**src/rtl/core/assert_macros.svh**
```systemverilog
// Assertion macros shared by the deframer RTL
`ifndef ASSERT_MACROS_SVH
`define ASSERT_MACROS_SVH

// Check a property on every clock edge outside reset
`define FMCD_ASSERT_RST(lbl, clk, rst_n, prop, msg) \
    lbl: assert property (@(posedge clk) disable iff (!rst_n) (prop)) else $error(msg);

// Check a property on every clock edge, reset included
`define FMCD_ASSERT_ALWAYS(lbl, clk, prop, msg) \
    lbl: assert property (@(posedge clk) (prop)) else $error(msg);

`endif

```
**src/rtl/core/fmcd_pkg.sv**
```systemverilog
// Types, constants and decode helpers of the framed motion command decoder
package fmcd_pkg;

    // Frame geometry
    localparam int PAYLOAD_BYTES = 6;
    localparam int CNT_W         = $clog2(PAYLOAD_BYTES);
    localparam int REPLY_BYTES   = 5;
    localparam int REPLY_W       = 8 * REPLY_BYTES;

    // Queue between front and back
    localparam int QUEUE_DEPTH = 4;
    localparam int QPTR_W      = $clog2(QUEUE_DEPTH);
    localparam int QCNT_W      = $clog2(QUEUE_DEPTH + 1);

    // Configuration registers
    localparam int CFG_IDX_W = 1;
    localparam logic [CFG_IDX_W-1:0] CFG_HEADER = 1'b0;
    localparam logic [CFG_IDX_W-1:0] CFG_TAIL   = 1'b1;
    localparam logic [7:0] HEADER_RESET = 8'hFF;
    localparam logic [7:0] TAIL_RESET   = 8'hFE;

    // Command codes carried in payload byte 0
    localparam logic [7:0] OP_Y_FWD     = 8'h07;
    localparam logic [7:0] OP_Y_BACK    = 8'h08;
    localparam logic [7:0] OP_X_BACK    = 8'h09;
    localparam logic [7:0] OP_Y_FWD_ALT = 8'hA9;
    localparam logic [7:0] OP_MOVE_POS  = 8'h0B;
    localparam logic [7:0] OP_MOVE_NEG  = 8'h0C;
    localparam logic [7:0] OP_TILT      = 8'h0D;
    localparam logic [7:0] TILT_ARG_OFF = 8'h00;
    localparam logic [7:0] TILT_ARG_ON  = 8'h01;

    typedef enum logic [1:0] {
        PH_HUNT = 2'd0,
        PH_BODY = 2'd1,
        PH_TAIL = 2'd2
    } t_phase;

    // Command classes handed from front to back
    typedef enum logic [2:0] {
        CMD_NONE     = 3'd0,
        CMD_Y_POS    = 3'd1,
        CMD_Y_NEG    = 3'd2,
        CMD_X_NEG    = 3'd3,
        CMD_MOVE_POS = 3'd4,
        CMD_MOVE_NEG = 3'd5,
        CMD_TILT_OFF = 3'd6,
        CMD_TILT_ON  = 3'd7
    } t_cmd;

    // One classified item
    typedef struct packed {
        logic               ok;
        t_cmd               cmd;
        logic [7:0]         b1;
        logic [7:0]         b2;
        logic [7:0]         b3;
        logic [REPLY_W-1:0] reply;
    } t_job;

    // Map command byte and first argument to a command class
    function automatic t_cmd classify(input logic [7:0] op, input logic [7:0] arg);
        t_cmd c;
        c = CMD_NONE;
        case (op)
            OP_Y_FWD, OP_Y_FWD_ALT: c = CMD_Y_POS;
            OP_Y_BACK:              c = CMD_Y_NEG;
            OP_X_BACK:              c = CMD_X_NEG;
            OP_MOVE_POS:            c = CMD_MOVE_POS;
            OP_MOVE_NEG:            c = CMD_MOVE_NEG;
            OP_TILT: begin
                if (arg == TILT_ARG_OFF) begin
                    c = CMD_TILT_OFF;
                end else if (arg == TILT_ARG_ON) begin
                    c = CMD_TILT_ON;
                end
            end
            default:                c = CMD_NONE;
        endcase
        return c;
    endfunction

endpackage

```
**src/rtl/core/fmcd_front.sv**
```systemverilog
// Front end: frame tracking, payload capture and command classification
module fmcd_front (
    input  logic                            i_clk,
    input  logic                            i_rst_n,
    input  logic                            i_accept,
    input  logic [7:0]                      i_rx_byte,
    input  logic                            i_cfg_we,
    input  logic [fmcd_pkg::CFG_IDX_W-1:0]  i_cfg_idx,
    input  logic [7:0]                      i_cfg_wdata,
    output fmcd_pkg::t_job                  o_job
);

    localparam logic [fmcd_pkg::CNT_W-1:0] LAST_IDX =
        fmcd_pkg::CNT_W'(fmcd_pkg::PAYLOAD_BYTES - 1);

    fmcd_pkg::t_phase             r_phase, n_phase;
    logic [fmcd_pkg::CNT_W-1:0]   r_count, n_count;
    logic [7:0]                   r_header;
    logic [7:0]                   r_tail;
    logic [7:0]                   r_pay [fmcd_pkg::PAYLOAD_BYTES];

    // Configuration registers
    always_ff @(posedge i_clk) begin
        if (!i_rst_n) begin
            r_header <= fmcd_pkg::HEADER_RESET;
            r_tail   <= fmcd_pkg::TAIL_RESET;
        end else if (i_cfg_we) begin
            case (i_cfg_idx)
                fmcd_pkg::CFG_HEADER: r_header <= i_cfg_wdata;
                fmcd_pkg::CFG_TAIL:   r_tail   <= i_cfg_wdata;
                default:              ;
            endcase
        end
    end

    // Phase and byte counter
    always_ff @(posedge i_clk) begin
        if (!i_rst_n) begin
            r_phase <= fmcd_pkg::PH_HUNT;
            r_count <= '0;
        end else if (i_accept) begin
            r_phase <= n_phase;
            r_count <= n_count;
        end
    end

    // Capture payload bytes
    always_ff @(posedge i_clk) begin
        if (i_accept && r_phase == fmcd_pkg::PH_BODY) begin
            r_pay[r_count] <= i_rx_byte;
        end
    end

    // Next phase and classified item
    always_comb begin
        n_phase   = r_phase;
        n_count   = r_count;
        o_job.ok    = 1'b0;
        o_job.cmd   = fmcd_pkg::CMD_NONE;
        o_job.b1    = r_pay[1];
        o_job.b2    = r_pay[2];
        o_job.b3    = r_pay[3];
        o_job.reply = {r_pay[5], r_pay[4], r_pay[3], r_pay[2], r_pay[1]};
        case (r_phase)
            fmcd_pkg::PH_BODY: begin
                if (r_count == LAST_IDX) begin
                    n_phase = fmcd_pkg::PH_TAIL;
                    n_count = '0;
                end else begin
                    n_count = r_count + fmcd_pkg::CNT_W'(1);
                end
            end
            fmcd_pkg::PH_TAIL: begin
                // wrong tail: drop the byte and keep waiting
                if (i_rx_byte == r_tail) begin
                    n_phase   = fmcd_pkg::PH_HUNT;
                    o_job.ok  = 1'b1;
                    o_job.cmd = fmcd_pkg::classify(r_pay[0], r_pay[1]);
                end
            end
            default: begin
                if (i_rx_byte == r_header) begin
                    n_phase = fmcd_pkg::PH_BODY;
                    n_count = '0;
                end
            end
        endcase
    end

endmodule

```
**src/rtl/core/fmcd_queue.sv**
```systemverilog
// Short show-ahead queue of classified items between front and back
`include "assert_macros.svh"

module fmcd_queue (
    input  logic           i_clk,
    input  logic           i_rst_n,
    input  logic           i_wr,
    input  fmcd_pkg::t_job i_data,
    output logic           o_full,
    input  logic           i_rd,
    output fmcd_pkg::t_job o_data,
    output logic           o_empty
);

    localparam logic [fmcd_pkg::QPTR_W-1:0] LAST_SLOT =
        fmcd_pkg::QPTR_W'(fmcd_pkg::QUEUE_DEPTH - 1);
    localparam logic [fmcd_pkg::QCNT_W-1:0] DEPTH_CNT =
        fmcd_pkg::QCNT_W'(fmcd_pkg::QUEUE_DEPTH);

    fmcd_pkg::t_job              r_slot [fmcd_pkg::QUEUE_DEPTH];
    logic [fmcd_pkg::QPTR_W-1:0] r_wr_ptr, n_wr_ptr;
    logic [fmcd_pkg::QPTR_W-1:0] r_rd_ptr, n_rd_ptr;
    logic [fmcd_pkg::QCNT_W-1:0] r_count, n_count;
    logic                        wr_go;
    logic                        rd_go;

    assign o_full  = (r_count == DEPTH_CNT);
    assign o_empty = (r_count == '0);
    assign o_data  = r_slot[r_rd_ptr];
    assign wr_go   = i_wr && !o_full;
    assign rd_go   = i_rd && !o_empty;

    // Advance pointers and fill count
    always_comb begin
        n_wr_ptr = r_wr_ptr;
        n_rd_ptr = r_rd_ptr;
        n_count  = r_count;
        if (wr_go) begin
            n_wr_ptr = (r_wr_ptr == LAST_SLOT) ? '0 : r_wr_ptr + fmcd_pkg::QPTR_W'(1);
        end
        if (rd_go) begin
            n_rd_ptr = (r_rd_ptr == LAST_SLOT) ? '0 : r_rd_ptr + fmcd_pkg::QPTR_W'(1);
        end
        if (wr_go && !rd_go) begin
            n_count = r_count + fmcd_pkg::QCNT_W'(1);
        end else if (rd_go && !wr_go) begin
            n_count = r_count - fmcd_pkg::QCNT_W'(1);
        end
    end

    always_ff @(posedge i_clk) begin
        if (!i_rst_n) begin
            r_wr_ptr <= '0;
            r_rd_ptr <= '0;
            r_count  <= '0;
        end else begin
            r_wr_ptr <= n_wr_ptr;
            r_rd_ptr <= n_rd_ptr;
            r_count  <= n_count;
        end
    end

    // Store incoming item
    always_ff @(posedge i_clk) begin
        if (wr_go) begin
            r_slot[r_wr_ptr] <= i_data;
        end
    end

    `FMCD_ASSERT_RST(a_q_bound, i_clk, i_rst_n, r_count <= DEPTH_CNT, "queue count beyond depth")
    `FMCD_ASSERT_RST(a_q_grow, i_clk, i_rst_n, (wr_go && !rd_go) |=> (r_count == $past(r_count) + fmcd_pkg::QCNT_W'(1)), "queue count did not grow on write")

endmodule

```
**src/rtl/core/fmcd_back.sv**
```systemverilog
// Back end: executes classified items on the motion state and holds the result
`include "assert_macros.svh"

module fmcd_back (
    input  logic                             i_clk,
    input  logic                             i_rst_n,
    input  logic                             i_avail,
    input  fmcd_pkg::t_job                   i_job,
    output logic                             o_take,
    input  logic                             i_pop,
    output logic                             o_empty,
    output logic                             o_frame_ok,
    output logic signed [8:0]                o_distance_x,
    output logic signed [8:0]                o_distance_y,
    output logic [7:0]                       o_speed_value,
    output logic [7:0]                       o_correction_value,
    output logic                             o_one_move,
    output logic                             o_stop_pulse,
    output logic                             o_tilt_write,
    output logic                             o_tilt_enable,
    output logic                             o_recalibrate_pulse,
    output logic [fmcd_pkg::REPLY_W-1:0]     o_reply_payload
);

    logic                          r_valid;
    logic signed [8:0]             r_x, n_x;
    logic signed [8:0]             r_y, n_y;
    logic [7:0]                    r_speed, n_speed;
    logic [7:0]                    r_corr, n_corr;
    logic                          r_one_move, n_one_move;
    logic [fmcd_pkg::REPLY_W-1:0]  r_reply, n_reply;
    logic                          r_ok, r_stop, r_tw, r_te, r_recal;
    logic signed [8:0]             pos1, neg1, pos2, neg2;

    // Take the next item when the result slot is free or being emptied
    assign o_take = i_avail && (!r_valid || i_pop);

    assign pos1 = $signed({1'b0, i_job.b1});
    assign neg1 = $signed(9'd0 - {1'b0, i_job.b1});
    assign pos2 = $signed({1'b0, i_job.b2});
    assign neg2 = $signed(9'd0 - {1'b0, i_job.b2});

    // Apply command to motion state
    always_comb begin
        n_x        = r_x;
        n_y        = r_y;
        n_speed    = r_speed;
        n_corr     = r_corr;
        n_one_move = r_one_move;
        n_reply    = r_reply;
        if (i_job.ok) begin
            n_reply = i_job.reply;
        end
        case (i_job.cmd)
            fmcd_pkg::CMD_Y_POS: begin
                n_y     = pos1;
                n_speed = i_job.b2;
                n_corr  = i_job.b3;
            end
            fmcd_pkg::CMD_Y_NEG: begin
                n_y     = neg1;
                n_speed = i_job.b2;
                n_corr  = i_job.b3;
            end
            fmcd_pkg::CMD_X_NEG: begin
                n_x     = neg1;
                n_speed = i_job.b2;
                n_corr  = i_job.b3;
            end
            fmcd_pkg::CMD_MOVE_POS: begin
                n_y        = pos1;
                n_x        = pos2;
                n_one_move = 1'b1;
            end
            fmcd_pkg::CMD_MOVE_NEG: begin
                n_y        = neg1;
                n_x        = neg2;
                n_one_move = 1'b1;
            end
            default: ;
        endcase
    end

    // Motion state and result slot
    always_ff @(posedge i_clk) begin
        if (!i_rst_n) begin
            r_valid    <= 1'b0;
            r_x        <= '0;
            r_y        <= '0;
            r_speed    <= '0;
            r_corr     <= '0;
            r_one_move <= 1'b0;
            r_reply    <= '0;
        end else if (o_take) begin
            r_valid    <= 1'b1;
            r_x        <= n_x;
            r_y        <= n_y;
            r_speed    <= n_speed;
            r_corr     <= n_corr;
            r_one_move <= n_one_move;
            r_reply    <= n_reply;
        end else if (i_pop) begin
            r_valid    <= 1'b0;
        end
    end

    // Per-item pulses
    always_ff @(posedge i_clk) begin
        if (o_take) begin
            r_ok    <= i_job.ok;
            r_stop  <= (i_job.cmd == fmcd_pkg::CMD_MOVE_POS) ||
                       (i_job.cmd == fmcd_pkg::CMD_MOVE_NEG);
            r_tw    <= (i_job.cmd == fmcd_pkg::CMD_TILT_OFF) ||
                       (i_job.cmd == fmcd_pkg::CMD_TILT_ON);
            r_te    <= (i_job.cmd == fmcd_pkg::CMD_TILT_ON);
            r_recal <= (i_job.cmd == fmcd_pkg::CMD_TILT_OFF);
        end
    end

    assign o_empty             = !r_valid;
    assign o_frame_ok          = r_ok;
    assign o_distance_x        = r_x;
    assign o_distance_y        = r_y;
    assign o_speed_value       = r_speed;
    assign o_correction_value  = r_corr;
    assign o_one_move          = r_one_move;
    assign o_stop_pulse        = r_stop;
    assign o_tilt_write        = r_tw;
    assign o_tilt_enable       = r_te;
    assign o_recalibrate_pulse = r_recal;
    assign o_reply_payload     = r_reply;

    `FMCD_ASSERT_RST(a_bk_sticky, i_clk, i_rst_n, r_one_move |=> r_one_move, "one-move flag cleared")
    `FMCD_ASSERT_RST(a_bk_stop_ok, i_clk, i_rst_n, (r_valid && r_stop) |-> r_ok, "stop without valid frame")
    `FMCD_ASSERT_RST(a_bk_recal, i_clk, i_rst_n, (r_valid && r_recal) |-> (r_tw && !r_te), "recalibrate without tilt-off write")

endmodule

```
**src/rtl/core/framed_motion_command_decoder.sv**
```systemverilog
// Top level of the framed motion command decoder
//
//  channel   | handshake              | payload
//  ----------+------------------------+-------------------------------------------
//  byte in   | push / full            | i_rx_byte
//  result    | empty / pop            | o_frame_ok .. o_reply_payload (one per byte)
//  config    | i_cfg_we, i_cfg_idx    | i_cfg_wdata (0 header byte, 1 tail byte)
//
//  One byte is accepted per cycle unless full; its result passes the queue and the result slot.
//  The front classifies in the accept cycle; the back applies one item per cycle unless stalled.
//  A four-item queue lets the front keep taking bytes while the result slot is stalled.
//  Synchronous active-low reset clears phase, queue, motion state and config to defaults.
module framed_motion_command_decoder (
    input  logic                            i_clk,
    input  logic                            i_rst_n,
    input  logic                            push,
    output logic                            full,
    input  logic [7:0]                      i_rx_byte,
    output logic                            empty,
    input  logic                            pop,
    output logic                            o_frame_ok,
    output logic signed [8:0]               o_distance_x,
    output logic signed [8:0]               o_distance_y,
    output logic [7:0]                      o_speed_value,
    output logic [7:0]                      o_correction_value,
    output logic                            o_one_move,
    output logic                            o_stop_pulse,
    output logic                            o_tilt_write,
    output logic                            o_tilt_enable,
    output logic                            o_recalibrate_pulse,
    output logic [fmcd_pkg::REPLY_W-1:0]    o_reply_payload,
    input  logic                            i_cfg_we,
    input  logic [fmcd_pkg::CFG_IDX_W-1:0]  i_cfg_idx,
    input  logic [7:0]                      i_cfg_wdata
);

    fmcd_pkg::t_job front_job;
    fmcd_pkg::t_job head_job;
    logic           accept;
    logic           q_empty;
    logic           take;

    assign accept = push && !full;

    fmcd_front u_front (
        .i_clk       (i_clk),
        .i_rst_n     (i_rst_n),
        .i_accept    (accept),
        .i_rx_byte   (i_rx_byte),
        .i_cfg_we    (i_cfg_we),
        .i_cfg_idx   (i_cfg_idx),
        .i_cfg_wdata (i_cfg_wdata),
        .o_job       (front_job)
    );

    fmcd_queue u_queue (
        .i_clk   (i_clk),
        .i_rst_n (i_rst_n),
        .i_wr    (accept),
        .i_data  (front_job),
        .o_full  (full),
        .i_rd    (take),
        .o_data  (head_job),
        .o_empty (q_empty)
    );

    fmcd_back u_back (
        .i_clk               (i_clk),
        .i_rst_n             (i_rst_n),
        .i_avail             (!q_empty),
        .i_job               (head_job),
        .o_take              (take),
        .i_pop               (pop),
        .o_empty             (empty),
        .o_frame_ok          (o_frame_ok),
        .o_distance_x        (o_distance_x),
        .o_distance_y        (o_distance_y),
        .o_speed_value       (o_speed_value),
        .o_correction_value  (o_correction_value),
        .o_one_move          (o_one_move),
        .o_stop_pulse        (o_stop_pulse),
        .o_tilt_write        (o_tilt_write),
        .o_tilt_enable       (o_tilt_enable),
        .o_recalibrate_pulse (o_recalibrate_pulse),
        .o_reply_payload     (o_reply_payload)
    );

endmodule

```
**config.mk**
```make
export PLATFORM = sky130hd
export DESIGN_NAME = framed_motion_command_decoder
export DESIGN_NICKNAME = d
export VERILOG_FILES = /design/src/rtl/core/fmcd_pkg.sv /design/src/rtl/core/fmcd_front.sv /design/src/rtl/core/fmcd_queue.sv /design/src/rtl/core/fmcd_back.sv /design/src/rtl/core/framed_motion_command_decoder.sv
export VERILOG_INCLUDE_DIRS = /design/src /design/src/rtl/core
export SDC_FILE = /design/constraint.sdc
export NUM_CORES = 1
export LEC_CHECK = 0
export ABC_AREA = 1
export BUFFER_PORTS_ARGS = -buffer_cell sky130_fd_sc_hd__buf_2
export CAP_MARGIN = 10
export CORE_MARGIN = 1.5
export CORE_UTILIZATION = 40
export CTS_CLUSTER_DIAMETER = 50
export CTS_CLUSTER_SIZE = 24
export DETAILED_ROUTE_END_ITERATION = 10
export GPL_TIMING_DRIVEN = 0
export PLACE_DENSITY = 0.56
export SETUP_SLACK_MARGIN = 0.4
export SLEW_MARGIN = 30
export SYNTH_ARGS = -nofsm -noshare
export SYNTH_HDL_FRONTEND = slang
export SYNTH_HIERARCHICAL = 1
export SYNTH_SLANG_ARGS = --single-unit
```
**constraint.sdc**
```tcl
create_clock -name i_clk -period 11.94 [get_ports i_clk]
set_input_delay 2.388 -clock i_clk [delete_from_list [all_inputs] [get_ports i_clk]]
set_output_delay 2.388 -clock i_clk [all_outputs]
set_load 0.03 [all_outputs]
```
==> results of run 1 <==
==> cell type report <==
cell class	count	area [sq um]	share of cell area, %
inverter	79	307	1.53
antenna	1	2.50	0.0125
clock inverter	31	379	1.89
buffer	95	583	2.91
timing repair buffer	120	948	4.73
tap	539	674	3.37
multi-input combinational	867	4230	21.1
sequential	431	11900	59.3
clock buffer	41	1030	5.12
==> flip-flops by register name (all words and copies together) (netlist names), 2 cells and up, named ones only <==
signal,count
u_front/r_tail,8
u_front/r_header,8
u_back/o_speed_value,8
u_front/r_count,3
u_back/o_reply_payload,40
u_queue/r_rd_ptr,2
u_back/o_distance_y,9
u_queue/r_count,3
u_queue/r_wr_ptr,2
u_front/r_pay,48
u_back/o_correction_value,8
u_back/o_distance_x,9
u_queue/r_slot,272
u_front/r_phase,2
==> power groups by stage <==
| stage | logic, uW | registers [uW] | clock network, uW |
|---|---|---|---|
| finish | 2060 | 1950 | 1340 |
| floorplan | 1120 | 2220 | 0 |
| CTS | 2070 | 1960 | 1370 |
| global placement | 1980 | 2010 | 0 |
| detailed placement | 2070 | 1990 | 0 |
| global route | 2260 | 1980 | 1430 |
==> final timing paths <==
check,startpoint,to,slack [ns],cells after the start
worst max-delay path,pop,u_queue/r_count[1],7.60,11
worst min-delay path,u_back/o_reply_payload[0],u_back/o_reply_payload[0],0.46,2
worst max register to register,u_queue/r_count[1],u_queue/r_count[1],8.80,14
worst min register to register,u_back/o_reply_payload[0],u_back/o_reply_payload[0],0.46,2
==> worst register-to-register path: stages (launching register included) <==
cell and delay [ns]:
dfxtp_1 0.38, nor2_1 0.08, nand2_1 0.12, inv_1 0.08, inv_1 0.06, inv_1 0.05, a21oi_2 0.21, buf_4 0.29
buf_2 0.54, nand2_1 0.26, ha_1 0.26, inv_1 0.09, fa_1 0.40, o21ai_0 0.17, nor2_1 0.05
==> logic make-up (layout without fill, tap and decap cells) <==
family,after synthesis,count (layout)
DFF,431,431
and+or+nand+nor,504,504
other,0,1
adders and majority gates,11,11
xor gates and xnor gates,14,14
buffers and inverters,174,366
AOI/OAI and AO/OA,338,338
==> synth_stat cells, types with 3 or more instances <==
master,n
edfxtp_1,325
nor2_1,224
o21ai_0,168
nand2_1,167
dfxtp_1,106
nand3_1,84
a21oi_1,73
inv_1,68
o22ai_1,68
buf_4,26
clkbuf_1,24
buf_2,22
o21ai_1,13
xnor2_1,12
buf_6,11
ha_1,10
clkbuf_2,9
nand4_1,9
inv_2,7
nor2_2,6
o211ai_1,5
nand2_2,4
nor3_1,3
o21ai_2,3
==> per-layer routing <==
metal | track usage [%] | vias up | share of wire (%)
met5 | 0 | - | 0
met4 | 6.07 | 0 | 2.5
met3 | 3.47 | 63 | 5.3
met2 | 33.0 | 308 | 48
met1 | 26.5 | 5461 | 44
li1 | - | 5517 | -
==> per-stage QoR <==
step                      util [%]  setup slack, ns  area (sq um)  power [uW]
after floorplan                  -             5.80         16900        3330
after global placement        43.3             2.76         18100        4000
after detailed placement      44.5             6.99         18600        4060
after CTS                     47.9             7.59         20000        5400
after global routing          47.9             7.52         20000        5670
final                         47.9             7.60         20000        5360
==> impl_results.md, run 1 <==
* WHS at roughly 0.46 ns
* DR pass1 iterations at 5
* Max_slew headroom at 38.1%
* Maximum vdd drop at between 0.0001 and 0.00015 V
* Pwr dens at approximately 270 mW/mm^2
* DRC errors left at 0
* Final period util at a little over a third
* 1st-iter DRT viols at roughly 940
* Synthesis Warnings at 6
* Largest cells by area after synthesis: edfxtp_1, dfxtp_1, nor2_1
* Unrepaired setup endpoints after global routing: false
* Cells after Synth at 1,472
* Row Count at 75
* Highest-count cells in the layout ignoring fill and taps: edfxtp_1, nor2_1, o21ai_0
* RD Place Congestion at roughly 0.83
* Worst-skew pair later-pin latency at ~0.57 ns
* DR WL/cell at just under 20 um
* Final setup vio count at 0
* Fin nets at approximately 1,700
* Total gr overflow at 0
* Crit-path leading delay family: buffers and inverters
* CP max FO at 15
* Largest family of logic cells by synthesized area: simple AND/OR/NAND/NOR gates
* First-pass GRT wire length at roughly 65 mm
* Slowest CP cell: buf_2
* Post-synth EDFFs at 325
* H-tree Lvls at 2
* Final Non-Filler Cells at 2,204
* Clk slew on worst S/H paths at 0.09 ns
* Adder-Cell Fraction of Synth Area at less than 1%
* Status: finished, final reports clean
* P_leak at 0.00744 uW
* Most common cell after layout, fill and taps aside: edfxtp_1
* Layout cells sized above 1 at 17.9%
* Clock Root Buffer: clkbuf_16
* Placed cell count at ~2,100
* Post-CTS sizing at 0
* Worst Tran Pin Value at 0.926 ns
* Max-cap violations at 0
* Max-slew violation count at 0
* Delay of the slowest cell on the worst path at around 0.53 ns
* Max Clk Rate at approximately 0.23 GHz
* Fillers at roughly 3,800
* Top Ports at around 100
* Synth Area in Compound Gates at between 10 and 15%
* Critical Path AT at between 4 and 5 ns
* Crit-path cells: buf_2 -> inv_1 -> a21oi_2 -> buf_4 -> buf_2 -> nand2_1 -> ha_1 -> inv_1 -> fa_1 -> o21ai_0 -> nor2_1
* Syn Std Cell Area at 0.0169 sq mm
* P_int at roughly 3200 uW
* Async S/R FF share, synth at 0%
* Critical Path Sink Type: flop
* Fin. Hold Viols at 0
* Sum of net half-perimeters after detailed placement at 29.2 mm
* Post-CTS Hold Fix Bufs at 0
* Synth Area in Simple Gates at between 10% and 20%
* Mux cell area share after synthesis at 0%
* HP Class: reg2reg
* CTS Sinks at 431
* Synth area leader: edfxtp_1
* Syn_nets at approximately 1,500
* CTS tree: built
* Syn_area_per_cell at 11.5 sq um
* Sequential power share at 36.5%
* CORE AREA at about 0.042 sq mm
* Clock power share at between 20% and 30%
* Vias in the first global route at around 11,000
* Netlist cell types at 42
* # Post-CTS Setup Buffers at 0
* Comb pwr share at 38.5%
* Critical Path RT at 12.40 ns
* Initial antenna violation count at 0
* TNS Setup at 0 ns
* Pin count of the biggest net entering global routing at 23
* Die ar. at between 0.04 and 0.05 sq mm
* Drt via density at 5.15
* Die W at around 210 um
* Setup Skew at approximately 0.026 ns
* Clock buffer depth at 3
* Sw frac at 41.0%
* P_sw at about 2200 uW
* Overall Global Routing Usage at between 15 and 20%
* Flop and latch count out of synthesis at 431
* Critical path class: in2reg
* Drt total wl at between 40 and 50 mm
* Area grow syn2layout at 18.2%
* DR vias at 11,300
* Synth top area share at 57.6%
* Seq/Total Area, Yosys at 70.1%
* Top FF cell, synth: edfxtp_1
* Initial Util at between 40% and 50%
* I/O Buffers at 103
* Worst path bufs/invs at 5
* Antenna Nets Post-Route at 0
* Die height at between 200 and 250 um
* Synth Area in XOR/XNOR at less than 1%
* Period minus WS final at approximately 4.3 ns
* TritonCTS buffer count at 40
* Startpoint types: input pin
Note: power is estimated with default switching activity, not from simulation.
==> run 2: changes to the inputs <==
==> constraint.sdc (replaced) <==
create_clock -name i_clk -period 4.15 [get_ports i_clk]
set_input_delay 0.83 -clock i_clk [delete_from_list [all_inputs] [get_ports i_clk]]
set_output_delay 0.83 -clock i_clk [all_outputs]
set_load 0.03 [all_outputs]
==> run 2 against run 1 <==
Worst setup slack worse by 6.6 ns. Register-to-register slack worse by 7.8 ns. Die area unchanged. Sequential share of layout area unchanged. Clock power rose to 2.9 times the previous value. Flip-flop and latch count unchanged. Largest power group unchanged. Non-clock buffer count unchanged. Count of clock-buffer cells in the layout unchanged. Sequential power rose to 2.9 times the previous value. Core utilization unchanged.
==> impl_results.md, run 2 (synthesis results as in run 1) <==
* Status: finished, final reports clean
* Clock buffer depth at 3
* Drt via density at a little over 5
* DR WL/cell at about 19 um
* Critical Path AT at ~3.6 ns
* Area after DPL at ~0.019 sq mm
* Fin nets at 1,667
* Initial antenna violation count at 0
* Final Instance Area at approximately 0.02 sq mm
* Die height at approximately 210 um
* DR pass1 iterations at 5
* Pwr dens at 769 mW/mm^2
* Clock Root Buffer: clkbuf_16
* Sum of net half-perimeters after detailed placement at 29.2 mm
* CP max FO at 15
* Area grow syn2layout at 18.2%
* RD Place Congestion at between 0.8 and 0.9
* Fin. Hold Viols at 0
* Overall Global Routing Usage at 19.8%
* CTS Sinks at roughly 430
* Fillers at approximately 3,800
* Max-slew violation count at 0
* Final setup vio count at 0
* Worst-skew pair later-pin latency at approximately 0.57 ns
* Layout cells sized above 1 at 17.9%
* Pin count of the biggest net entering global routing at 23
* Sw frac at about two fifths
* Drt total wl at 42.9 mm
* Max reg flops at 272
* Critical path class: reg2reg
* HP Class: reg2reg
* Clk slew on worst S/H paths at ~0.090 ns
* Post-Route Utilization at between 40% and 50%
* CTS tree: built
* Initial Util at 40.5%
* First-pass GRT wire length at between 60 and 70 mm
* Top Ports at between 100 and 150
* Post-CTS sizing at 0
* Largest register by flop count: u_queue/r_slot
* Setup Skew at approximately 0.027 ns
* Max Clk Rate at roughly 0.32 GHz
* TritonCTS buffer count at 40
* P_leak at between 0.007 and 0.008 uW
* Maximum vdd drop at 0.000297 V
* Worst Tran Pin Value at about 0.92 ns
* Startpoint types: flop
* 1st-iter DRT viols at ~970
* DR vias at around 11,000
* P_int at 9090 uW
* Most common cell after layout, fill and taps aside: edfxtp_1
* Unrepaired setup endpoints after global routing: false
* I/O Buffers at a little over 100
* # Post-CTS Setup Buffers at 0
* Highest-count cells in the layout ignoring fill and taps: edfxtp_1, nor2_1, o21ai_0
* Critical Path RT at between 4 and 5 ns
* Final period util at 75.7%
* Die ar. at ~0.044 sq mm
* H-tree Lvls at 2
* CORE AREA at between 0.04 and 0.05 sq mm
* Sequential power share at a little over a third
* Max_slew headroom at 38.1%
* Row Count at 75
* Max-cap violations at 0
* Period minus WS final at approximately 3.1 ns
* Comb pwr share at between 30% and 40%
* Vias in the first global route at ~11,000
* Clock power share at approximately 25%
* Total gr overflow at 0
* Die W at 209 um
* P_sw at about 6300 uW
* Post-CTS Hold Fix Bufs at 0
* Antenna Nets Post-Route at 0
* Critical Path Sink Type: flop
* DRC errors left at 0
[run 2: cell counts in the layout (fill, tap and decap cells not counted)]
No cell type changed its count.
[run 2: layout make-up]
class                           instances  area (sq um)  area share (%)
Buffer                                 95           583            2.91
Inverter                               79           307            1.53
Sequential cell                       431         11900            59.3
Clock buffer                           41          1030            5.12
Tap cell                              539           674            3.37
Antenna cell                            1          2.50          0.0125
Timing Repair Buffer                  120           948            4.73
Multi-Input combinational cell        867          4230            21.1
Clock inverter                         31           379            1.89
[run 2: per-layer routing]
| layer | global-route usage, % | vias to the layer above | wire length [um] |
|---|---|---|---|
| met5 | 0 | - | 0 |
| met4 | 5.95 | 0 | 1040 |
| met3 | 3.47 | 64 | 2270 |
| met2 | 33.1 | 299 | 20800 |
| met1 | 26.5 | 5463 | 18800 |
| li1 | - | 5518 | - |
[run 2: path summary, 6_finish.rpt]
path,end,startpoint,cells after the start,slack (ns)
worst max register to register,u_queue/r_count[1],u_queue/r_count[1],14,1.01
worst max-delay path,u_queue/r_count[1],u_queue/r_count[1],14,1.01
worst min-delay path,u_back/o_reply_payload[0],u_back/o_reply_payload[0],2,0.46
worst min register to register,u_back/o_reply_payload[0],u_back/o_reply_payload[0],2,0.46
[run 2: through the flow]
step	total power [uW]	cells	TNS, ns	hold slack [ns]	worst slack (ns)
floorplan	9590	1472	-118.79	0.450	-0.437
global placement	11500	2114	-876.25	0.449	-3.47
detailed placement	11700	2131	0	0.453	0.760
CTS	15600	2203	0	0.464	0.969
global route	16300	2203	0	0.483	0.835
finish	15400	2204	0	0.461	1.01
[run 2: power groups by stage]
stage               Clock (uW)  Sequential (uW)  Combinational [uW]
global route              4110             5690                6510
detailed placement           0             5720                5950
CTS                       3960             5630                5960
global placement             0             5790                5710
floorplan                    0             6380                3210
finish                    3860             5620                5940
[run 2: worst max-delay path, cell delays in order (launching register included)]
cell,delay [ns]
dfxtp_1,0.38
nor2_1,0.08
nand2_1,0.13
inv_1,0.08
inv_1,0.06
inv_1,0.05
a21oi_2,0.21
buf_4,0.29
buf_2,0.53
nand2_1,0.25
ha_1,0.26
inv_1,0.09
fa_1,0.40
o21ai_0,0.17
nor2_1,0.05
==> run 3: changes to the inputs <==
==> constraint.sdc (replaced) <==
create_clock -name i_clk -period 2.9 [get_ports i_clk]
set_input_delay 0.58 -clock i_clk [delete_from_list [all_inputs] [get_ports i_clk]]
set_output_delay 0.58 -clock i_clk [all_outputs]
set_load 0.03 [all_outputs]
==> run 3 against run 2 <==
Hold slack lost 0.22 ns. Highest routed layer unchanged. Count of clock-buffer cells in the layout is 1 higher. Routed wire length grew 0.85%.
==> impl_results.md, run 3 (synthesis results as in run 1) <==
* Clock Root Buffer: clkbuf_16
* Area grow syn2layout at 19.6%
* Max-slew violation count at 0
* Unrepaired setup endpoints after global routing: true
* HP Class: in2reg
* Maximum vdd drop at approximately 0.00041 V
* Antenna Nets Post-Route at 0
* Final setup vio count at 0
* P_int at roughly 13,000 uW
* Comb pwr share at 38.9%
* Layout cells sized above 1 at between 10% and 20%
* Die height at around 210 um
* Top Ports at between 100 and 150
* Crit path to: u_back/o_distance_x[4]
* Period minus WS final at 2.42 ns
* Sum of net half-perimeters after detailed placement at 29.3 mm
* Clock buffer depth at 3
* Worst Tran Pin Value at between 0.8 and 0.9 ns
* Status: finished, final reports clean
* Row Count at 75
* 1st-iter DRT viols at 1,073
* First-pass GRT wire length at between 60 and 70 mm
* TNS Setup at 0 ns
* Fillers at 3,764
* Pin count of the biggest net entering global routing at 23
* DRC errors left at 0
* Sequential power share at between 30% and 40%
* P_sw at roughly 9000 uW
* Overall Global Routing Usage at approximately a fifth
* Total gr overflow at 0
* Most common cell after layout, fill and taps aside: edfxtp_1
* DR vias at approximately 12,000
* Drt total wl at 43.3 mm
* Initial Util at 40.5%
* DR WL/cell at roughly 20 um
* Footprint of the multi-input gates at around 0.0043 sq mm
* Die W at ~210 um
* Reg area at 0.0119 sq mm
* I/O Buffers at around 100
* Critical Path Sink Type: flop
* Largest register by flop count: u_queue/r_slot
* Setup Skew at approximately 0.017 ns
* Reg2Reg Capture Point: u_back/o_distance_x[4]
* Clock power share at between 20% and 30%
* Sw frac at 40.1%
* Vias in the first global route at ~11,000
* Worst-skew pair later-pin latency at 0.56 ns
* RD Place Congestion at 0.839
* Highest-count cells in the layout ignoring fill and taps: edfxtp_1, nor2_1, nand2_1
* Clk slew on worst S/H paths at roughly 0.080 ns
* H-tree Lvls at 2
* Fin nets at ~1,700
* Initial antenna violation count at 0
* Pwr dens at approximately 1100 mW/mm^2
* Max_slew headroom at 40.6%
* Startpoint types: flop
* Critical path class: reg2reg
* Drt via density at 5.22
* Max reg flops at about 270
* TritonCTS buffer count at 40
* Final period util at 83.5%
* CORE AREA at about 0.042 sq mm
* Reg2Reg Setup Slack at roughly 0.48 ns
* CP max FO at 10
* CTS tree: built
* Critical Path RT at 3.31 ns
* Critical Path AT at between 2 and 3 ns
* DR pass1 iterations at 6
* Die ar. at 0.0436 sq mm
* Final Power at between 20,000 and 25,000 uW
* Fin. Hold Viols at 0
* Max Clk Rate at just over 0.4 GHz
* R2r worst-path depth at 11
* Max-cap violations at 0
* CTS Sinks at around 430
* P_leak at roughly 0.0076 uW
-- run 3: layout make-up --
cell class,instances,area share (%)
antenna,1,0.0123
timing repair buffer,126,4.96
inverter,79,1.51
sequential,431,58.6
clock inverter,30,1.98
multi-input combinational,867,21.3
buffer,95,3.15
tap,539,3.33
clock buffer,42,5.13
-- run 3: layer usage --
| metal | up-vias | routed length (um) | GRT usage (%) |
|---|---|---|---|
| li1 | 5520 | - | - |
| met1 | 5559 | 18700 | 27.1 |
| met2 | 377 | 20800 | 32.1 |
| met3 | 73 | 2650 | 3.82 |
| met4 | 0 | 1160 | 6.65 |
| met5 | - | 0 | 0 |
-- run 3: how the worst min path moves through the flow --
| stage | from | to | cells past startpoint |
|---|---|---|---|
| after floorplan | u_front/r_header[2] | u_front/r_header[2] | 2 |
| after detailed placement | u_back/o_reply_payload[24] | u_back/o_reply_payload[24] | 2 |
| after global routing | i_cfg_wdata[7] | u_front/r_tail[7] | 3 |
| after global placement | u_back/o_reply_payload[24] | u_back/o_reply_payload[24] | 2 |
| final | i_cfg_wdata[6] | u_front/r_tail[6] | 3 |
| after CTS | i_cfg_wdata[6] | u_front/r_tail[6] | 3 |
-- run 3: critical path, cell delays in order, from the launching register on --
cell and delay, ns:
dfxtp_1 0.43, buf_6 0.21, clkbuf_4 0.23, o21ai_0 0.13
o22ai_2 0.34, inv_2 0.13, ha_1 0.27, nand2_1 0.12
xor2_2 0.18, nand2_1 0.09, nand3_2 0.07, a21oi_2 0.05
-- run 3: through the flow --
stage	worst slack, ns	area [sq um]	utilization [%]	instances	hold WS [ns]
floorplan	0.404	17000	-	1472	0.450
global placement	-0.573	18200	43.4	2114	0.448
detailed placement	-0.299	18700	44.6	2132	0.453
CTS	0.307	20200	48.2	2205	0.210
global route	0.368	20300	48.4	2209	0.227
finish	0.479	20300	48.4	2210	0.240
-- run 3: power groups by stage --
stage                     clock network (uW)  logic (uW)  registers (uW)
after CTS                               5810        8630            8070
after floorplan                            0        4630            9080
after global placement                     0        8180            8210
after global routing                    6050        9530            8160
after detailed placement                   0        8510            8200
final                                   5670        8730            8070
-- run 3: what timing repair did --
item | 4_1_cts | 5_1_grt
gates cloned | 0 | 0
setup endpoints to repair | 109 | 87
pin swaps | 1 | 2
gates resized for setup | 18 | 30
hold buffers | 0 | 0
setup buffers | 1 | 4
